--- config.mk ---
export PLATFORM = sky130hd
export DESIGN_NAME = vtts_seq
export DESIGN_NICKNAME = d
export VERILOG_FILES = /design/src/vtts_pkg.sv /design/src/vtts_seq.sv
export SDC_FILE = /design/constraint.sdc
export NUM_CORES = 1
export LEC_CHECK = 0
export BUFFER_PORTS_ARGS = -buffer_cell sky130_fd_sc_hd__buf_2
export CELL_PAD_IN_SITES_DETAIL_PLACEMENT = 1
export CELL_PAD_IN_SITES_GLOBAL_PLACEMENT = 1
export CORE_MARGIN = 8
export CORE_UTILIZATION = 40
export DETAILED_ROUTE_END_ITERATION = 12
export PLACE_DENSITY_LB_ADDON = 0.25
export SYNTH_ARGS = -nofsm -noshare
export SYNTH_HDL_FRONTEND = slang
export SYNTH_SLANG_ARGS = --single-unit
--- constraint.sdc ---
create_clock -name clk_i -period 3.8 [get_ports clk_i]
set_clock_uncertainty 0.05 [all_clocks]
set_input_delay 0.19 -clock clk_i [delete_from_list [all_inputs] [get_ports clk_i]]
set_output_delay 0.19 -clock clk_i [all_outputs]
set_load 0.02 [all_outputs]
--- src/vtts_pkg.sv ---
// Package for the virtual-time task scheduler: sizes, opcodes, status codes,
// sequencer states and the saturating due-time add. No dependencies.
package vtts_pkg;

  localparam int unsigned SLOT_COUNT = 256;
  localparam int unsigned TAG_BITS   = 16;
  localparam int unsigned IDX_BITS   = $clog2(SLOT_COUNT);
  localparam int unsigned CNT_BITS   = $clog2(SLOT_COUNT + 1);
  localparam int unsigned CLK_BITS   = 48;

  typedef enum logic [1:0] {
    OP_POST_IMM = 2'd0,
    OP_POST_DLY = 2'd1,
    OP_CANCEL   = 2'd2,
    OP_STEP     = 2'd3
  } opcode_e;

  typedef enum logic [1:0] {
    ST_DONE    = 2'd0,
    ST_EMPTY   = 2'd1,
    ST_FULL    = 2'd2,
    ST_NOMATCH = 2'd3
  } status_e;

  typedef enum logic [2:0] {
    S_IDLE,
    S_SCAN,
    S_DRAIN,
    S_RESOLVE,
    S_READ,
    S_UPDATE,
    S_OUT
  } state_e;

  // Scan control from the sequencer to the datapath.
  typedef struct packed {
    logic start;
    logic scan;
    logic last;
  } scan_ctl_t;

  function automatic logic [CLK_BITS-1:0] sat_add48(input logic [CLK_BITS-1:0] a,
                                                    input logic [31:0] b);
    logic [CLK_BITS:0] s;
    s = {1'b0, a} + {{(CLK_BITS-31){1'b0}}, b};
    return s[CLK_BITS] ? {CLK_BITS{1'b1}} : s[CLK_BITS-1:0];
  endfunction

endpackage

--- src/vtts_seq.sv ---
// Sequencer for the scheduler: walks the slot index one slot per cycle.
// Depends on vtts_pkg.
module vtts_seq (
  input  logic                     clk_i,
  input  logic                     rst_ni,
  input  logic                     go_i,
  input  logic                     need_scan_i,
  input  logic [vtts_pkg::CNT_BITS-1:0] fill_i,
  input  logic                     out_taken_i,
  output vtts_pkg::state_e         state_o,
  output vtts_pkg::scan_ctl_t      ctl_o,
  output logic [vtts_pkg::IDX_BITS-1:0] idx_o
);
  import vtts_pkg::*;

  state_e state_q, state_d;
  logic [CNT_BITS-1:0] idx_q, idx_d;

  // next state
  always_comb begin
    state_d = state_q;
    idx_d   = idx_q;
    unique case (state_q)
      S_IDLE: begin
        idx_d = '0;
        if (go_i) begin
          if (need_scan_i && fill_i != '0) state_d = S_SCAN;
          else if (need_scan_i) state_d = S_RESOLVE;
          else state_d = S_UPDATE;
        end
      end
      S_SCAN: begin
        idx_d = idx_q + 1'b1;
        if (idx_q + 1'b1 == fill_i) state_d = S_DRAIN;
      end
      // last slot's read data goes through the compare unit
      S_DRAIN:   state_d = S_RESOLVE;
      S_RESOLVE: state_d = S_READ;
      S_READ:    state_d = S_UPDATE;
      S_UPDATE:  state_d = S_OUT;
      S_OUT:     if (out_taken_i) state_d = S_IDLE;
      default:   state_d = S_IDLE;
    endcase
  end

  // outputs
  always_comb begin
    ctl_o.start = (state_q == S_IDLE) && go_i;
    ctl_o.scan  = (state_q == S_SCAN);
    ctl_o.last  = (state_q == S_SCAN) && (idx_q + 1'b1 == fill_i);
  end

  assign state_o = state_q;
  assign idx_o   = idx_q[IDX_BITS-1:0];

  always_ff @(posedge clk_i or negedge rst_ni) begin
    if (!rst_ni) begin
      state_q <= S_IDLE;
      idx_q   <= '0;
    end else begin
      state_q <= state_d;
      idx_q   <= idx_d;
    end
  end
endmodule

==> flow_summary_export.csv, run 1 <==
group,metric,value,unit
run_status,status,"finished clean",
power_and_ir_drop,vdd_drop_max,0.000457,V
route,drt_iter0_markers,45,
critical_path,critPathRequiredTime,3.56,ns
logic_synthesis,synth_cells,136,
clocking,cts_buffers,3,
power_and_ir_drop,switchingPower,374,uW
critical_path,crit_end,"ctl_o[0]",
clocking,clock_sinks,12,
critical_path,rrSetupSlack,1.56,ns
min_path,min_path_type,"in -> reg",
logic_synthesis,synth_seq_cells,12,
critical_path,crit_arrival,2.54,ns
route,vias,1048,
critical_path,crit_fanout,8,
sta,fmax,0.359,GHz
final_layout,final_cell_mix,"27 x buf_2, 17 x nand2_1, 12 x a21oi_1, 12 x dfrtp_1, 9 x nor2_1",
placed_design,dp_hpwl,2470,um
final_layout,syn_to_final_growth,8.38,%
floorplan,io_pins,28,
clocking,clk_latency,0.27,ns
sta,fin_setup_tns,0,ns
critical_path,r2r_start,"idx_q[0]$_DFFE_PN0P_",
power_and_ir_drop,p_int,349,uW
logic_synthesis,yosysUniqueCellTypes,45,
placed_design,place_congestion,0.900,
floorplan,die_h,67.8,um
sta,fin_crit_sh,73.3,%
global_route,grt_max_degree,20,
sta,hold_violations,0,
min_path,worstHoldStart,"go_i",
sta,max_slew_margin,54.8,%
floorplan,initial_core_util,42.6,%
floorplan,die_area,4600,um2
power_and_ir_drop,powerDensity,621,nW/um2
sta,rsz0062_at_grt,"no",
final_layout,fin_nets,167,
clocking,hold_buffers,1,
power_and_ir_drop,switching_share,51.7,%
final_layout,final_area,1160,um2
logic_synthesis,yosysWarnings,0,
sta,worst_pin_slew,0.678,ns
clocking,cts.htree.levels,1,
clocking,path_clk_slew,0.07,ns
power_and_ir_drop,power_frac_clock,11.0,%
power_and_ir_drop,design_power_total,724,uW
floorplan,core-area,2520,um2
placed_design,place_ws,1.34,ns
final_layout,nFillCells,346,
route,ant_nets,0,
power_and_ir_drop,p_leak,0.000509,uW
critical_path,endpoint_kind,"output pin",
global_route,first_global_vias,1056,
power_and_ir_drop,seqPwrFrac,37.4,%
placed_design,port_buffers,27,
sta,hold_ws,0.211,ns
critical_path,r2r_cells,7,
sta,drv_slew,0,
sta,layout_setup_ws,1.02,ns
logic_synthesis,syn_area,1070,um2
critical_path,reg2reg_to,"state_o[0]$_DFFE_PN0P_",
final_layout,final_common_cell,"buf_2",
clocking,clock_path_buffers,2,
route,viasPerCell,5.82,
clocking,postCtsSetupRepairBufs,0,
floorplan,die_x,67.8,um
final_layout,drive_gt1_share,24.7,%
critical_path,worst_setup_path_start_kind,"register",
power_and_ir_drop,power_frac_comb,51.6,%
critical_path,setup.worst_path.class,"reg -> out",
global_route,grtUsageTotal,14.2,%
route,totalWireLength,3150,um
logic_synthesis,avgSynthCellArea,7.90,um2
placed_design,dpl-instance-area,1130,um2
critical_path,critPathLaunch,"idx_q[0]$_DFFE_PN0P_",
floorplan,rows,18,
job,maxCapViolCount,0,
clocking,cts_tree,"yes",
route,drt-pass1-iter-count,4,
route,wire_per_inst,17.5,um
sta,finalSetupViolations,0,
sta,period_needed,2.78,ns
global_route,antenna_found_initial,0,
clocking,root_buffer,"clkbuf_4",
route,drc,0,
global_route,grt_pass1_wl,5090,um
final_layout,antenna_cells,0,
logic_synthesis,yosysSeqAreaShare,27.9,%
clocking,ctsResizeCount,0,
global_route,gr-total-overflow,0,
logic_synthesis,synth_nets,151,
-- routing by layer --
layer,track usage (%),wire length [um]
met1,19.6,1600
met2,21.8,1350
met3,2.78,171
met4,4.60,32
met5,0,0
-- how the worst min path moves through the flow --
stage                        endpoint  cells after the start
6_report       state_o[2]$_DFFE_PN0P_                      3
5_1_grt        state_o[2]$_DFFE_PN0P_                      4
4_1_cts        state_o[2]$_DFFE_PN0P_                      3
3_5_place_dp     idx_q[4]$_DFFE_PN0P_                      1
3_3_place_gp     idx_q[8]$_DFFE_PN0P_                      1
2_1_floorplan    idx_q[0]$_DFFE_PN0P_                      0
-- critical path, cell delays in order (launching register included) --
cell	delay [ns]
dfrtp_1	0.50
ha_1	0.36
and2_1	0.24
nand4_1	0.17
o21ai_1	0.19
o31ai_1	0.12
nor4_2	0.37
and2_1	0.17
buf_2	0.16
-- cell usage after synthesis, drive strengths merged --
master,instances,area share [%]
a21boi,1,0.70
a21oi,13,6.4
a221oi,1,0.82
a22o,2,1.6
a31oi,1,0.58
and2,2,1.2
and3,1,0.58
and3b,1,0.93
and4,1,0.82
buf,14,9.5
clkbuf,3,1.2
dfrtp,12,28
ha,1,1.2
inv,1,0.35
mux2,1,1.0
mux2i,2,1.9
nand2,17,5.9
nand2b,2,1.2
nand3,5,2.8
nand3b,2,1.4
nand4,3,1.7
nor2,9,3.1
nor2b,1,0.58
nor3,7,3.3
nor4,2,1.7
nor4b,3,3.0
o211ai,3,2.1
o21a,1,0.70
o21ai,9,4.2
o2bb2ai,1,0.82
o31ai,1,0.70
or2,2,1.2
or4,1,0.70
xnor2,4,3.3
xor2,6,4.9
-- registers in the layout, indices dropped and copies added, names as in the netlist --
signal   cells
state_o      3
idx_q        9
-- power by group through the flow --
stage               combinational (uW)  clock [uW]  sequential, uW
floorplan                          339           0             231
detailed placement                 373           0             270
CTS                                376        82.9             268
global placement                   370           0             264
global route                       411        86.7             281
finish                             373        79.8             270
-- kinds of logic after synthesis --
logic type | count (synthesis) | share of synthesized area (%)
simple gates | 59 | 30.2
compound gates | 33 | 18.6
buf+inv | 18 | 11.1
flops | 12 | 27.9
xor+xnor | 10 | 8.15
mux | 3 | 2.91
fa+ha+maj | 1 | 1.16
-- stage by stage --
| step | instances | utilization (%) |
|---|---|---|
| detailed placement | 176 | 44.9 |
| floorplan | 136 | - |
| finish | 180 | 46.2 |
| global placement | 176 | 44.9 |
| CTS | 180 | 46.2 |
| global route | 180 | 46.2 |
-- cell type report --
cell class	instances	area [um2]	share of cell area, %
multi-input combinational	106	656	56.3
timing repair buffer	28	145	12.5
tap	30	37.5	3.22
sequential	12	300	25.8
clock buffer	3	22.5	1.93
inverter	1	3.75	0.322
(Power assumes the default switching activity.)
==> run 2, diff against run 1 <==
- CORE_UTILIZATION: 40 -> 34
- clock period: 3.8 -> 2.3 ns (I/O delays scaled with it)
==> run 2 against run 1 <==
The run now ends with negative setup slack left. Sequential power rose by 46%. Clock power up 140%. Cell area is 27% higher. Utilization rose by 2.7 points. Die area up 13%. Routed wire length rose by 22%. Sequential share of layout area is 5.2 points lower. Combinational power rose to 2.5 times the previous value. Power grew 110%. Register-to-register slack got worse by 1.3 ns. Non-clock buffer count up 21.
==> flow_summary_export.csv, run 2 (synthesis gave the netlist of run 1 again) <==
group,metric,value,unit
sta,hold_violations,0,
final_layout,syn_to_final_growth,37.7,%
sta,worst_pin_slew,0.475,ns
job,maxCapViolCount,0,
final_layout,fin_nets,188,
sta,layout_setup_ws,-0.0382,ns
floorplan,rows,20,
sta,rsz0062_at_grt,"yes",
min_path,worstHoldStart,"go_i",
final_layout,top_register,"idx_q",
floorplan,die_x,72.2,um
clocking,cts.htree.levels,1,
sta,finalSetupViolations,1,
placed_design,dp_hpwl,2640,um
power_and_ir_drop,vdd_drop_max,0.000519,V
critical_path,critPathRequiredTime,2.13,ns
final_layout,drive_gt1_share,43.6,%
placed_design,place_congestion,0.886,
sta,fin_crit_sh,102,%
critical_path,crit_fanout,5,
global_route,grt_pass1_wl,5990,um
sta,max_slew_margin,67.9,%
critical_path,worst-path-buf-inv,4,
placed_design,port_buffers,27,
clocking,clk_latency,0.29,ns
floorplan,die_area,5220,um2
global_route,antenna_found_initial,0,
power_and_ir_drop,p_leak,0.000652,uW
critical_path,max_stage_delay,0.41,ns
critical_path,reg2reg_to,"state_o[1]$_DFFE_PN0P_",
clocking,clock_path_buffers,2,
min_path,whs_endpoint,"state_o[2]$_DFFE_PN0P_",
critical_path,r2r_cells,10,
power_and_ir_drop,powerDensity,1030,nW/um2
route,drt-pass1-iter-count,4,
critical_path,r2r_start,"idx_q[0]$_DFFE_PN0P_",
route,drt_iter0_markers,60,
route,drc,0,
placed_design,place_ws,-0.0102,ns
sta,period_needed,2.34,ns
final_layout,final_common_cell,"buf_2",
clocking,cts_buffers,3,
critical_path,crit_arrival,2.17,ns
run_status,violations,"negative setup slack",
route,totalWireLength,3850,um
critical_path,crit_path_frequent_cell,"buf_6",
floorplan,initial_core_util,35.5,%
floorplan,core-area,3030,um2
global_route,gr-total-overflow,0,
critical_path,endpoint_kind,"output pin",
clocking,clock_sinks,12,
min_path,min_path_type,"in -> reg",
clocking,root_buffer,"clkbuf_4",
clocking,path_clk_slew,0.10,ns
global_route,first_global_vias,1186,
critical_path,critPathTopFamily,"simple AND/OR/NAND/NOR gates",
sta,fmax,0.428,GHz
final_layout,fin_util,48.9,%
route,viasPerCell,5.28,
floorplan,die_h,72.2,um
final_layout,largest_reg_flops,9,
critical_path,critPathSlowestCell,"dfrtp_2",
route,vias,1140,
final_layout,final_cell_mix,"26 x buf_2, 16 x nand2_1, 14 x buf_4",
critical_path,worst_setup_path_start_kind,"register",
critical_path,setup.worst_path.class,"reg -> out",
critical_path,rrSetupSlack,0.26,ns
clocking,cts_tree,"yes",
power_and_ir_drop,design_power_total,1520,uW
min_path,whs_path_depth,3,
sta,drv_slew,0,
global_route,grtUsageTotal,14.5,%
critical_path,path_cells,"buf_6 > nand3_4 > buf_6 > o21ai_2 > nor4b_4 > nor3_2 > nor4_2 > buf_4 > and2_4 > buf_6",
final_layout,antenna_cells,0,
global_route,grt_max_degree,13,
route,ant_nets,0,
route,wire_per_inst,17.8,um
run_status,status,"complete, but fails checks",
floorplan,io_pins,28,
## run 2: cell count changes in the layout (fill, tap and decap cells not counted), sizes merged
cell / before / now
buf: 27 / 48
clkbuf: 3 / 4
## run 2: routing by layer
metal / up-vias / GRT usage [%] / wire [um] / part of all wire (%)
li1: 546 / - / - / -
met1: 552 / 17.8 / 1730 / 45
met2: 37 / 23.8 / 1880 / 49
met3: 5 / 2.89 / 193 / 5.0
met4: 0 / 6.12 / 51 / 1.3
met5: - / 0 / 0 / 0
## run 2: worst max path at each step
stage	from	to	slack, ns	depth (start not counted)
global placement	idx_q[1]$_DFFE_PN0P_	ctl_o[0]	0.15	8
detailed placement	idx_q[1]$_DFFE_PN0P_	ctl_o[0]	-0.01	8
global route	idx_q[0]$_DFFE_PN0P_	ctl_o[0]	-0.14	10
CTS	idx_q[1]$_DFFE_PN0P_	ctl_o[0]	-0.11	9
finish	idx_q[0]$_DFFE_PN0P_	ctl_o[0]	-0.04	10
floorplan	idx_q[0]$_DFFE_PN0P_	ctl_o[0]	0.27	8
## run 2: what timing repair did
action | CTS | global route
buffers inserted | 5 | 8
setup endpoints to repair | 1 | 1
gates resized for setup | 13 | 17
pin swaps | 5 | 12
hold buffers | 1 | 0
hold endpoints to repair | 12 | 0
## run 2: worst register-to-register path: stages (launching register included)
cell	delay, ns
dfrtp_2	0.44
buf_6	0.14
buf_6	0.12
and3b_2	0.19
o211ai_1	0.22
a21oi_2	0.09
nor3_2	0.15
nor4_2	0.07
buf_4	0.15
buf_4	0.13
o21a_1	0.18
## run 2: final cells by class
cell class | instances | area, um2
Fill cell | 374 | 1550
Inverter | 1 | 3.75
Tap cell | 44 | 55.1
Multi-Input combinational cell | 106 | 746
Timing Repair Buffer | 49 | 335
Sequential cell | 12 | 304
Clock buffer | 4 | 36.3
## run 2: per-stage QoR
stage	setup TNS, ns	instances	hold slack [ns]	cell area (um2)
after floorplan	0	136	-0.231	1070
final	-0.0382	216	0.132	1480
after detailed placement	-0.0102	198	-0.0219	1210
after CTS	-0.108	208	0.134	1350
after global placement	0	198	-0.0302	1210
after global routing	-0.144	216	0.197	1480
## run 2: report_power, final
part           internal [uW]  switching (uW)
sequential               282             112
clock                   96.4            91.1
combinational            432             511
